### src/mpd_pkg.sv
`timescale 1ns / 1ps
// ----------------------------------------------------------------------------
// Media packet deframer package
// Shared constants, result kinds and the result record.
// ----------------------------------------------------------------------------
package mpd_pkg;

  localparam int unsigned HdrLen        = 28;
  localparam int unsigned HdrIdxW       = $clog2(HdrLen);
  localparam int unsigned SizeW         = 31;
  localparam logic [SizeW-1:0] MaxSizeReset = 31'd100000000;

  typedef enum logic [1:0] {
    KIND_HEADER  = 2'd0,
    KIND_PAYLOAD = 2'd1,
    KIND_ERROR   = 2'd2
  } kind_e;

  typedef struct packed {
    kind_e              kind;
    logic signed [63:0] present_time;
    logic signed [63:0] decode_time;
    logic signed [31:0] stream_number;
    logic signed [31:0] packet_flags;
    logic [SizeW-1:0]   payload_size;
    logic [7:0]         payload_byte;
    logic               last_byte;
  } result_t;

endpackage

### src/mpd_parser.sv
`timescale 1ns / 1ps
// ----------------------------------------------------------------------------
// Media packet deframer parser
// Gathers the header, checks the size and counts payload bytes per item.
// ----------------------------------------------------------------------------
module mpd_parser (
  input  logic                       clk_i,
  input  logic                       rst_ni,
  input  logic                       fire_i,
  input  logic [7:0]                 byte_i,
  input  logic [mpd_pkg::SizeW-1:0]  max_size_i,
  output logic                       res_valid_o,
  output mpd_pkg::result_t           res_o
);
  import mpd_pkg::*;

  localparam int unsigned StoreLen = HdrLen - 1;
  localparam logic [HdrIdxW-1:0] LastIdx = HdrIdxW'(HdrLen - 1);

  logic [HdrIdxW-1:0] idx_q, idx_d;
  logic [SizeW-1:0]   rem_q, rem_d;
  logic               halted_q, halted_d;
  logic [7:0]         hdr_q [StoreLen];
  logic               shift_en;
  logic [8*HdrLen-1:0] hdr_flat;
  logic [31:0]        size_raw;
  logic               size_bad;

  always_comb begin
    for (int k = 0; k < StoreLen; k++) begin
      hdr_flat[8*k +: 8] = hdr_q[k];
    end
    hdr_flat[8*StoreLen +: 8] = byte_i;
  end

  assign size_raw = hdr_flat[8*24 +: 32];
  assign size_bad = size_raw[31] || (size_raw == 32'd0) ||
                    (size_raw[SizeW-1:0] > max_size_i);

  always_comb begin
    idx_d       = idx_q;
    rem_d       = rem_q;
    halted_d    = halted_q;
    shift_en    = 1'b0;
    res_valid_o = 1'b0;
    res_o       = '0;
    res_o.kind  = KIND_HEADER;
    if (fire_i && !halted_q) begin
      if (rem_q != '0) begin
        res_valid_o        = 1'b1;
        res_o.kind         = KIND_PAYLOAD;
        res_o.payload_byte = byte_i;
        res_o.last_byte    = (rem_q == SizeW'(1));
        rem_d              = rem_q - SizeW'(1);
      end else if (idx_q == LastIdx) begin
        idx_d       = '0;
        res_valid_o = 1'b1;
        if (size_bad) begin
          res_o.kind = KIND_ERROR;
          halted_d   = 1'b1;
        end else begin
          res_o.kind          = KIND_HEADER;
          res_o.present_time  = hdr_flat[0 +: 64];
          res_o.decode_time   = hdr_flat[64 +: 64];
          res_o.stream_number = hdr_flat[128 +: 32];
          res_o.packet_flags  = hdr_flat[160 +: 32];
          res_o.payload_size  = size_raw[SizeW-1:0];
          rem_d               = size_raw[SizeW-1:0];
        end
      end else begin
        shift_en = 1'b1;
        idx_d    = idx_q + HdrIdxW'(1);
      end
    end
  end

  always_ff @(posedge clk_i or negedge rst_ni) begin
    if (!rst_ni) begin
      idx_q    <= '0;
      rem_q    <= '0;
      halted_q <= 1'b0;
    end else begin
      idx_q    <= idx_d;
      rem_q    <= rem_d;
      halted_q <= halted_d;
    end
  end

  always_ff @(posedge clk_i) begin
    if (shift_en) begin
      for (int k = 0; k < StoreLen - 1; k++) begin
        hdr_q[k] <= hdr_q[k+1];
      end
      hdr_q[StoreLen-1] <= byte_i;
    end
  end

`ifndef SYNTHESIS
  a_halt_sticks: assert property (@(posedge clk_i) disable iff (!rst_ni)
    halted_q |=> halted_q)
    else $error("Halt flag cleared without reset.");

  a_idx_range: assert property (@(posedge clk_i) disable iff (!rst_ni)
    idx_q <= LastIdx)
    else $error("Header index out of range.");

  a_no_hdr_in_payload: assert property (@(posedge clk_i) disable iff (!rst_ni)
    (rem_q != '0) |-> (idx_q == '0))
    else $error("Header bytes gathered during payload.");

  a_halted_silent: assert property (@(posedge clk_i) disable iff (!rst_ni)
    halted_q |-> !res_valid_o)
    else $error("Result produced while halted.");
`endif

endmodule

### src/mpd_out_reg.sv
`timescale 1ns / 1ps
// ----------------------------------------------------------------------------
// Media packet deframer result register
// Holds one result item until the consumer takes it.
// ----------------------------------------------------------------------------
module mpd_out_reg (
  input  logic             clk_i,
  input  logic             rst_ni,
  input  logic             load_i,
  input  mpd_pkg::result_t res_i,
  input  logic             out_ready_i,
  output logic             space_o,
  output logic             out_valid_o,
  output mpd_pkg::result_t res_o
);
  import mpd_pkg::*;

  logic    valid_q, valid_d;
  result_t res_q;

  assign space_o = !valid_q || out_ready_i;

  always_comb begin
    valid_d = valid_q;
    if (load_i) begin
      valid_d = 1'b1;
    end else if (out_ready_i) begin
      valid_d = 1'b0;
    end
  end

  always_ff @(posedge clk_i or negedge rst_ni) begin
    if (!rst_ni) begin
      valid_q <= 1'b0;
    end else begin
      valid_q <= valid_d;
    end
  end

  always_ff @(posedge clk_i) begin
    if (load_i) begin
      res_q <= res_i;
    end
  end

  assign out_valid_o = valid_q;
  assign res_o       = res_q;

`ifndef SYNTHESIS
  a_no_overwrite: assert property (@(posedge clk_i) disable iff (!rst_ni)
    load_i |-> space_o)
    else $error("Result register loaded while full.");

  a_load_shows: assert property (@(posedge clk_i) disable iff (!rst_ni)
    load_i |=> valid_q)
    else $error("Loaded item not presented.");

  a_hold_unloaded: assert property (@(posedge clk_i) disable iff (!rst_ni)
    (valid_q && !out_ready_i && !load_i) |=> (valid_q && $stable(res_q)))
    else $error("Pending item lost.");
`endif

endmodule

### src/media_packet_deframer.sv
`timescale 1ns / 1ps
// Output: a result item is presented in the cycle after the input item that causes it.
// Throughput: one input item per cycle while the result register has space; the
// result register frees itself in the same cycle that the consumer takes its item.
// Reset: asynchronous, active low; clears the header count, the payload count,
// the halt flag and the result valid, and loads the size limit with 100000000.
// ----------------------------------------------------------------------------
// Media packet deframer
// Splits a byte stream into header descriptors and payload bytes.
// ----------------------------------------------------------------------------
module media_packet_deframer (
  input  logic                      clk_i,
  input  logic                      rst_ni,
  input  logic                      in_valid_i,
  output logic                      in_ready_o,
  input  logic [7:0]                in_byte_i,
  input  logic                      cfg_valid_i,
  output logic                      cfg_ready_o,
  input  logic [mpd_pkg::SizeW-1:0] max_payload_size_i,
  output logic                      out_valid_o,
  input  logic                      out_ready_i,
  output logic [1:0]                kind_o,
  output logic signed [63:0]        present_time_o,
  output logic signed [63:0]        decode_time_o,
  output logic signed [31:0]        stream_number_o,
  output logic signed [31:0]        packet_flags_o,
  output logic [mpd_pkg::SizeW-1:0] payload_size_o,
  output logic [7:0]                payload_byte_o,
  output logic                      last_byte_o
);
  import mpd_pkg::*;

  logic [SizeW-1:0] max_size_q;
  logic             in_fire;
  logic             res_valid;
  logic             space;
  result_t          res;
  result_t          out_res;

  assign cfg_ready_o = 1'b1;

  always_ff @(posedge clk_i or negedge rst_ni) begin
    if (!rst_ni) begin
      max_size_q <= MaxSizeReset;
    end else if (cfg_valid_i) begin
      max_size_q <= max_payload_size_i;
    end
  end

  assign in_ready_o = space;
  assign in_fire    = in_valid_i && space;

  mpd_parser u_parser (
    .clk_i       (clk_i),
    .rst_ni      (rst_ni),
    .fire_i      (in_fire),
    .byte_i      (in_byte_i),
    .max_size_i  (max_size_q),
    .res_valid_o (res_valid),
    .res_o       (res)
  );

  mpd_out_reg u_out_reg (
    .clk_i       (clk_i),
    .rst_ni      (rst_ni),
    .load_i      (res_valid),
    .res_i       (res),
    .out_ready_i (out_ready_i),
    .space_o     (space),
    .out_valid_o (out_valid_o),
    .res_o       (out_res)
  );

  assign kind_o          = out_res.kind;
  assign present_time_o  = out_res.present_time;
  assign decode_time_o   = out_res.decode_time;
  assign stream_number_o = out_res.stream_number;
  assign packet_flags_o  = out_res.packet_flags;
  assign payload_size_o  = out_res.payload_size;
  assign payload_byte_o  = out_res.payload_byte;
  assign last_byte_o     = out_res.last_byte;

endmodule
### config.mk
export PLATFORM = sky130hd
export DESIGN_NAME = media_packet_deframer
export DESIGN_NICKNAME = d
export VERILOG_FILES = /design/src/mpd_pkg.sv /design/src/mpd_parser.sv /design/src/mpd_out_reg.sv /design/src/media_packet_deframer.sv
export SDC_FILE = /design/constraint.sdc
export NUM_CORES = 1
export LEC_CHECK = 0
export ABC_AREA = 1
export ABC_CLOCK_PERIOD_IN_PS = 19460
export BUFFER_PORTS_ARGS = -buffer_cell sky130_fd_sc_hd__buf_2
export CELL_PAD_IN_SITES_DETAIL_PLACEMENT = 1
export CELL_PAD_IN_SITES_GLOBAL_PLACEMENT = 2
export CORE_ASPECT_RATIO = 0.5
export CORE_MARGIN = 2
export CORE_UTILIZATION = 41
export DETAILED_ROUTE_END_ITERATION = 8
export GPL_ROUTABILITY_DRIVEN = 0
export PLACE_DENSITY_LB_ADDON = 0.08
export SETUP_SLACK_MARGIN = 0.05
export SKIP_LAST_GASP = 1
export SLEW_MARGIN = 25
export SYNTH_ARGS = -nofsm -noshare
export SYNTH_HDL_FRONTEND = slang
export SYNTH_HIERARCHICAL = 1
export SYNTH_SLANG_ARGS = --single-unit
### constraint.sdc
create_clock -name clk_i -period 19.46 [get_ports clk_i]
set_clock_uncertainty 0.1 [all_clocks]
set_input_delay 3.892 -clock clk_i [delete_from_list [all_inputs] [get_ports clk_i]]
set_output_delay 3.892 -clock clk_i [all_outputs]
set_load 0.05 [all_outputs]
### Word level (Yosys, flattened, before mapping)

Memories as Yosys holds them, arrays and structs flattened.
Cells that the tools add are included.

| storage, ports and cells | value |
|---|---|
| memories kept | 1 |
| input port bits | 44 |
| word-level logic and storage cells | 59 |
| register bits after elaboration | 303 |
| output and inout bits | 237 |
| RAM bits | 216 |

Memories:

| memory | depth | width | rd ports | clocked after memory_dff | write ports | RTL line | text |
|---|---|---|---|---|---|---|---|
| u_parser.hdr_q | 27 | 8 | 27 | 0 | 27 | mpd_parser.sv:23 | `logic [7:0] hdr_q [StoreLen];` |

| cells by class | value |
|---|---|
| reductions and logical operators | 17 |
| mux-type cells | 18 |
| bitwise operators | 3 |
| $lt $le $gt $ge | 1 |
| equality and inequality tests | 3 |
| add/subtract/negate cells | 2 |

Operators by type and width:

| kind | count |
|---|---|
| $mux W224 | 1 |
| $mux W223 | 1 |
| $mux W31 | 3 |
| $logic_not A32 Y1 | 1 |
| $eq A31 B1 Y1 const B | 1 |
| $gt A31 B31 Y1 | 1 |
| $reduce_bool A31 Y1 | 1 |
| $sub A31 B1 Y31 const B | 1 |
| $mux W1 | 11 |
| $add A5 B1 Y5 const B | 1 |
| $eq A5 B5 Y1 const B | 1 |
| $mux W5 | 1 |
| $reduce_and A2 Y1 | 2 |
| $reduce_and A4 Y1 | 1 |
| $reduce_bool A2 Y1 | 2 |
| $reduce_or A4 Y1 | 1 |
| $logic_or A1 B1 Y1 | 3 |
| $not A1 Y1 | 3 |
| $reduce_and A3 Y1 | 1 |
| $reduce_or A3 Y1 | 1 |
| $logic_and A1 B1 Y1 | 2 |
| $logic_not A1 Y1 | 2 |
| $mux W2 | 1 |
| $ne A2 B2 Y1 const B | 1 |

### Depth between registers and ports, before layout

Gate-level depths: netlist of the first run.

| depth | value |
|---|---|
| depth after elaboration | 7 |
| mapped depth | 17 |

### Modules after synthesis

The synthesis of the first run kept the hierarchy.

Modules (own cells, without submodules):

| module | seq. area each (um2) | cells each | area each (um2) | instances |
|---|---|---|---|---|
| mpd_parser | 7,412.1 | 1,102 | 12,990.0 | 1 |
| mpd_out_reg | 7,051.8 | 239 | 7,071.8 | 1 |
| media_packet_deframer | 790.8 | 135 | 1,192.4 | 1 |

### Worst setup path after synthesis of the first run

Ideal clock, no wire load.

| timing path | value |
|---|---|
| kind | input-to-reg |
| start point | in out_ready_i |
| end point | reg u_out_reg.res_q (netlist bit u_out_reg/res_o[0]), enable pin |
| library setup time | 0.909 ns |
| cell stages on the path | 6 |
| path slack | 2.721 ns |
| buffers on the path | 0 |
| arrival time | 15.731 ns |
| required time | 18.451 ns |
| cell sequence | inv_1 nand2_2 nand2_1 inv_1 nand2_1 a21oi_1 |

| on the way | value |
|---|---|
| longest elaborated chain between the ends | 4 |

RTL lines:

| element | RTL line | text |
|---|---|---|
| from (decl) | media_packet_deframer.sv:21 | `input logic out_ready_i,` |
| $logic_or A1 B1 Y1 | mpd_out_reg.sv:21 | `assign space_o = !valid_q \|\| out_ready_i;` |
| named net in_ready_o | media_packet_deframer.sv:15 | `output logic in_ready_o,` |
| $logic_and A1 B1 Y1 | media_packet_deframer.sv:51 | `assign in_fire = in_valid_i && space;` |
| named net in_fire | media_packet_deframer.sv:34 | `logic in_fire;` |
| $logic_and A1 B1 Y1 | mpd_parser.sv:48 | `if (fire_i && !halted_q) begin` |
| $mux W1 | mpd_parser.sv:48 |  |
| named net res_valid | media_packet_deframer.sv:35 | `logic res_valid;` |
| to (signal assigned) | mpd_out_reg.sv:42 | `res_q <= res_i;` |
| to (decl) | mpd_out_reg.sv:19 | `result_t res_q;` |

The timed path passes the listed nets, and every way through them passes these cells.
A chain may end at the register's enable or synchronous reset.

### Final worst setup path of the first run

| timing path | value |
|---|---|
| start point | in out_ready_i |
| end point | out in_ready_o |

| on the way | value |
|---|---|
| longest elaborated chain between the ends | 1 |

RTL lines:

| element | RTL line |
|---|---|
| $logic_or A1 B1 Y1 | mpd_out_reg.sv:21 |
| to (decl) | media_packet_deframer.sv:15 |

Every way passes these cells.

==> run_results.csv, run 1 <==
group,metric,value,unit
clocking,cts_setup_buffers,0,
critical_path,timing.critical_path.max_delay_family,"buffers and inverters",
drt,top_signal_layer_used,"met4",
power,p_sw_share,21.5,%
clocking,clock_tree.htree_level_count,2,
clocking,ctsHoldBuffers,0,
cells_and_area,final_common_cell,"sky130_fd_sc_hd__edfxtp_1",
synth,synth_compound_gate_area_share,1.20,%
global_route,number_of_antenna_violations_at_the_first_check_in_global_routing,2,
synth,largest_cells_by_area_after_synthesis,"sky130_fd_sc_hd__edfxtp_1, sky130_fd_sc_hd__nor3b_2, sky130_fd_sc_hd__dfrtp_1, sky130_fd_sc_hd__nand2_1, sky130_fd_sc_hd__ha_1",
synth,synth-adder-area-share,2.00,%
synth,share_of_yosys_cell_area_claimed_by_the_top_area_cell_type,63.6,%
placed_design,io_buffers,279,
cells_and_area,fillCellCount,5164,
synth,post_synth_design_cell_area,21300,um2
drt,drt-vias-per-instance,4.90,
min_path,whs_path_depth,0,
floorplanning,initial_core_util,41.9,%
cells_and_area,mostFrequentLayoutCells,"sky130_fd_sc_hd__edfxtp_1, sky130_fd_sc_hd__nand2_1, sky130_fd_sc_hd__buf_2, sky130_fd_sc_hd__nor3b_2, sky130_fd_sc_hd__inv_1",
synth,synthSimpleGateAreaFrac,20.1,%
sta,timing.max_slew.rel_slack,30.8,%
critical_path,timing.critical_path.to_type,"output port",
drt,postRouteAntennaNets,0,
critical_path,timing.critical_path.depth,4,
drt,detail_route.wirelength.met1,21200,um
drt,routed-wl-met2,26000,um
global_route,first_global_vias,13095,
synth,dominant_combinational_cell_family_by_area_after_synthesis,"simple AND/OR/NAND/NOR gates",
floorplanning,die_span_x,326,um
sta,worst-slew-pin-transition,1.04,ns
synth,mappedNetlistNets,1554,
power,power_switching,473,uW
global_route,globalRouteOverflowTotal,0,
sta,timing.final.crit_period,8.44,ns
sta,maxClockFrequency,118,MHz
drt,detailed_route_wire_length_per_cell,20.3,um
floorplanning,core_ar,50700,um2
power,report.power.total,2190,uW
synth,postSynthRegisterBits,519,
power,power.internal,1720,uW
synth,sequential_fraction_of_the_synthesis_area,71.8,%
drt,via_count,12128,
clocking,cts-buffers-inserted,47,
critical_path,critical-path-top-cell-by-count,"sky130_fd_sc_hd__buf_2",
power,power.combinational.fraction,2.8,%
critical_path,critical_path.slowest_cell,"sky130_fd_sc_hd__buf_2",
critical_path,crit_required,15.47,ns
power,p_clk_share,42.3,%
sta,grt_setup_unrepaired,"false",
synth,synth-edff-count,450,
sta,postLayoutSetupSlackWorst,11.02,ns
drt,met3_wirelength,2000,um
drt,post_route_drc,0,
synth,synth.area.mux_share,0.0471,%
sta,whs,0.341,ns
power,ir_drop,56.1,uV
sta,fin_crit_sh,43.4,%
power,leakage,0.00841,uW
synth,synthCells,1476,
min_path,hold_class,"reg -> reg",
global_route,grt_start_max_net_pins,142,
drt,detailedRoute.firstIterationViolations,654,
clocking,cts.sinks,519,
status,run_status,"finished, final reports clean",
cells_and_area,seq_area,15300,um2
cells_and_area,layout-drive-gt1-share,31.0,%
cells_and_area,multi_input_area,5220,um2
synth,postSynth.topFlopCell,"sky130_fd_sc_hd__edfxtp_1",
synth,synth_warnings,6,
run,max_cap_viol_count,0,
clocking,clk_pin_slew,0.06,ns
floorplanning,num_io_pins,281,
sta,drv_slew,0,
drt,finalWirelength,50200,um
power,portion_of_total_power_attributed_to_sequential_cells,54.8,%
global_route,grt_first_pass_wirelength,77500,um
critical_path,critPathBufInv,3,
power,power_per_cell_area,88.4,nW/um2
critical_path,crit_fanout,3,
critical_path,cp_data_arrival_time,4.45,ns
clocking,clock_tree_from_tritoncts,"yes",
critical_path,slowest_delay,0.30,ns
global_route,grt_use_total,18.7,%
synth,synthDominantAreaCellType,"sky130_fd_sc_hd__edfxtp_1",
critical_path,setup.worst_path.start_class,"input pin",
drt,drt_pre_antenna_iters,5,
clocking,clock_latency,0.59,ns
clocking,cts-resized-gates,0,
clocking,cts.root.buffer_cell,"sky130_fd_sc_hd__clkbuf_16",
critical_path,worst_reg_to_reg_path_cell_count,12,
floorplanning,die_h,165,um
cells_and_area,antenna-diode-count,0,
placed_design,preCtsSetupSlack,11.01,ns
floorplanning,floorplan.die_area,53800,um2
critical_path,worstPathCellList,"buf_2 > inv_1 > nand2_2 > buf_2",
critical_path,timing_worst_setup_path_type,"in -> out",
placed_design,dpl.hpwl,33000,um
synth,synth_async_reset_ratio,13.3,%
cells_and_area,nets,1826,
synth,post_synth_xor_area_fraction,0.948,%
sta,finalHoldViolCount,0,
cells_and_area,layout-area-overhead-vs-synth,16.7,%
floorplanning,placementRows,58,
sta,fin_setup_tns,0,ns
synth,synth_cell_types,36,
clocking,cts.path.max_buffers,3,
sta,finalSetupViolCount,0,
synth,synth.avg_cell_area,14.4,um2
area by class of cell:
| class | count | area share, % |
|---|---|---|
| clock buffer | 63 | 5.15 |
| clock inverter | 25 | 0.983 |
| sequential | 519 | 61.5 |
| timing repair buffer | 291 | 6.26 |
| multi-input combinational | 784 | 21.0 |
| inverter | 105 | 1.62 |
| tap | 690 | 3.48 |
registers in the layout, indices dropped and copies added, names as in the netlist:
| register | flops |
|---|---|
| u_parser/hdr_q | 216 |
| u_parser/halted_q | 1 |
| u_out_reg/out_valid_o | 1 |
| max_size_q | 31 |
| u_parser/idx_q | 5 |
| u_parser/rem_q | 31 |
| u_out_reg/res_o | 234 |
power by group through the flow:
stage / Combinational [uW] / Sequential (uW) / Clock, uW
floorplan: 42.7 / 1230 / 0
global placement: 61.2 / 1230 / 0
detailed placement: 63.7 / 1230 / 0
CTS: 64.0 / 1200 / 959
global route: 70.8 / 1200 / 1000
finish: 62.0 / 1200 / 929
path summary, 6_finish.rpt:
| kind | from | slack (ns) | to |
|---|---|---|---|
| max in group asynchronous | rst_ni | 15.40 | u_parser/idx_q[2] |
| worst min register to register | u_parser/hdr_q[1][57] | 0.34 | u_parser/hdr_q[1][49] |
| min in group asynchronous | rst_ni | 3.31 | max_size_q[28] |
| worst max register to register | u_parser/rem_q[0] | 14.45 | u_out_reg/res_o[118] |
| worst max-delay path | out_ready_i | 11.02 | in_ready_o |
| worst min-delay path | u_parser/hdr_q[1][57] | 0.34 | u_parser/hdr_q[1][49] |
logic make-up (layout without fill, tap and decap cells):
group / after synthesis / in the layout
AND/OR/NAND/NOR: 677 / 677
flip-flops: 519 / 519
buffers and inverters: 173 / 484
AO/OA/AOI/OAI: 48 / 48
adder cells (fa/ha/maj): 34 / 34
XOR/XNOR: 23 / 23
other: 1 / 1
multiplexers: 1 / 1
routing by layer:
metal / vias up / GRT usage (%)
met1: 6128 / 23.7
met2: 209 / 33.4
met4: 0 / 4.38
li1: 5721 / -
met3: 70 / 3.44
met5: - / 0
cell usage after synthesis, drive strengths merged (2+ instances only):
cell,instances
ha,34
xor2,15
nor3,34
clkbuf,21
nand4,18
inv,104
nor3b,193
nand3,48
buf,47
a21oi,11
edfxtp,450
or2,3
a21o,2
dfstp,12
nor2,85
nor4,3
dfrtp,57
o21ai,32
xnor2,8
nand2,292
through the flow:
step / utilization (%) / instances / instance area [um2]
2_1_floorplan: - / 1476 / 21300
3_3_place_gp: 45.8 / 2387 / 23200
3_5_place_dp: 45.8 / 2387 / 23200
4_1_cts: 48.8 / 2475 / 24700
5_1_grt: 48.9 / 2477 / 24800
6_report: 48.9 / 2477 / 24800
No activity file was read; power rests on OpenSTA's default activity.
==> inputs of run 2 (changes only) <==
Settings changed: ABC_CLOCK_PERIOD_IN_PS 19460 to 6890, CORE_UTILIZATION 41 to 37.
Clock period 19.46 ns to 6.89 ns, I/O delays scaled along.
==> run 2 against run 1 <==
  * Wire length rose by 1.3%
  * Design area grew 0.77%
  * Die area increased by 11%
==> run_results.csv, run 2 (synthesis gave the netlist of run 1 again) <==
group,metric,value,unit
cells_and_area,antenna-diode-count,0,
drt,post_route_drc,0,
clocking,cts-buffers-inserted,49,
critical_path,rr_startpoint,"u_parser/rem_q[1]",
cells_and_area,layout-drive-gt1-share,31.2,%
placed_design,io_buffers,279,
drt,postRouteAntennaNets,0,
sta,fin_crit_sh,59.4,%
drt,via_count,12130,
floorplanning,die_span_x,343,um
critical_path,timing.critical_path.to_type,"flop",
critical_path,setup.worst_path.start_class,"flop",
critical_path,rrSetupSlack,2.79,ns
cells_and_area,multi_input_area,5220,um2
critical_path,crit_required,7.16,ns
sta,fin_setup_tns,0,ns
min_path,whs_path_depth,0,
drt,finalWirelength,50800,um
global_route,grt_use_total,17.1,%
critical_path,crit_fanout,102,
floorplanning,placementRows,62,
global_route,grt_start_max_net_pins,180,
cells_and_area,seq_area,15300,um2
global_route,grt_first_pass_wirelength,78500,um
sta,grt_setup_unrepaired,"false",
cells_and_area,mostFrequentLayoutCells,"sky130_fd_sc_hd__edfxtp_1, sky130_fd_sc_hd__nand2_1, sky130_fd_sc_hd__buf_2, sky130_fd_sc_hd__nor3b_2, sky130_fd_sc_hd__inv_1",
placed_design,dpl.hpwl,33600,um
clocking,cts.sinks,519,
sta,finalSetupViolCount,0,
cells_and_area,number_of_flip_flops_under_the_largest_register_name,234,
global_route,globalRouteOverflowTotal,0,
cells_and_area,final_common_cell,"sky130_fd_sc_hd__edfxtp_1",
clocking,ctsHoldBuffers,0,
sta,maxClockFrequency,244,MHz
clocking,clock_latency,0.60,ns
clocking,clock_tree_from_tritoncts,"yes",
clocking,clock_tree.htree_level_count,2,
clocking,cts-resized-gates,0,
sta,timing.max_slew.rel_slack,28.0,%
sta,worst-slew-pin-transition,1.08,ns
critical_path,critical_path.slowest_cell,"sky130_fd_sc_hd__nand4_4",
power,ir_drop,170,uV
min_path,hold_class,"reg -> reg",
clocking,cts.root.buffer_cell,"sky130_fd_sc_hd__clkbuf_16",
sta,finalHoldViolCount,0,
drt,drt-vias-per-instance,4.74,
run,max_cap_viol_count,0,
drt,drt_pre_antenna_iters,4,
critical_path,r2r-end,"u_out_reg/res_o[61]",
power,power_per_cell_area,251,nW/um2
critical_path,worstPathCellList,"inv_1 > ha_1 > nand2_2 > nor2_4 > nand2_2 > nor2_4 > nand4_4 > clkinv_2 > nand2_8 > buf_12 > nor3b_1",
global_route,number_of_antenna_violations_at_the_first_check_in_global_routing,2,
cells_and_area,nets,1830,
placed_design,preCtsSetupSlack,2.28,ns
global_route,first_global_vias,13079,
floorplanning,core_ar,57100,um2
cells_and_area,layout-area-overhead-vs-synth,17.6,%
sta,postLayoutSetupSlackWorst,2.79,ns
cells_and_area,utilization,43.8,%
min_path,hold_end,"u_parser/hdr_q[0][0]",
critical_path,slowest_delay,0.55,ns
critical_path,cp_data_arrival_time,4.37,ns
status,run_status,"finished, final reports clean",
floorplanning,num_io_pins,281,
floorplanning,die_h,173,um
sta,drv_slew,0,
clocking,clk_pin_slew,0.07,ns
power,leakage,0.00847,uW
floorplanning,initial_core_util,37.2,%
drt,detailed_route_wire_length_per_cell,19.9,um
critical_path,worst_reg_to_reg_path_cell_count,11,
drt,detailedRoute.firstIterationViolations,704,
min_path,worstHoldStart,"u_parser/hdr_q[0][8]",
sta,timing.final.crit_period,4.10,ns
clocking,cts.path.max_buffers,3,
floorplanning,floorplan.die_area,59500,um2
critical_path,timing_worst_setup_path_type,"reg -> reg",
clocking,cts_setup_buffers,0,
cells_and_area,fillCellCount,5896,
run 2: cell type report:
cell class / instances / area share, %
flip-flops and latches: 519 / 61.0
well taps: 768 / 3.84
clock buffers: 61 / 5.20
clock inverters: 28 / 1.16
multi-input cells: 784 / 20.9
repair buffers: 293 / 6.32
inverters: 105 / 1.60
run 2: worst max path at each step:
stage / startpoint / to / slack, ns / depth (start not counted)
2_1_floorplan: out_ready_i / u_out_reg/res_o[0] / 0.54 / 6
3_3_place_gp: out_ready_i / u_out_reg/res_o[65] / 2.39 / 10
3_5_place_dp: out_ready_i / u_parser/rem_q[9] / 2.28 / 13
4_1_cts: u_parser/rem_q[1] / u_out_reg/res_o[61] / 2.76 / 11
5_1_grt: u_parser/rem_q[0] / u_out_reg/res_o[61] / 2.60 / 11
6_report: u_parser/rem_q[1] / u_out_reg/res_o[61] / 2.79 / 11
run 2: per-stage QoR:
| step | std cells | power [uW] | instance area, um2 | hold slack (ns) |
|---|---|---|---|---|
| 2_1_floorplan | 1476 | 3580 | 21300 | 0.315 |
| 3_3_place_gp | 2469 | 3640 | 23400 | 0.324 |
| 3_5_place_dp | 2469 | 3650 | 23400 | 0.325 |
| 4_1_cts | 2558 | 6390 | 25000 | 0.310 |
| 5_1_grt | 2558 | 6530 | 25000 | 0.349 |
| 6_report | 2558 | 6280 | 25000 | 0.330 |
run 2: power breakdown:
group | switching, uW | internal, uW | total (uW)
Clock | 1200 | 1500 | 2700
Sequential | 9.05 | 3390 | 3400
Combinational | 133 | 46.0 | 179
Total | 1340 | 4940 | 6280
run 2: critical path, delay by kind of cell (launching register included):
kind | cells | cell delay [ns]
adders and majority gates | 1 | 0.28
buffers and inverters | 3 | 1.04
DFF | 1 | 0.39
and+or+nand+nor | 7 | 1.91
run 2: layer usage:
metal	part of all wire, %	wire length [um]	track usage (%)
met1	44	22200	22.2
met4	2.0	994	4.13
met2	51	25700	29.6
met3	3.7	1910	3.16
met5	0	0	0
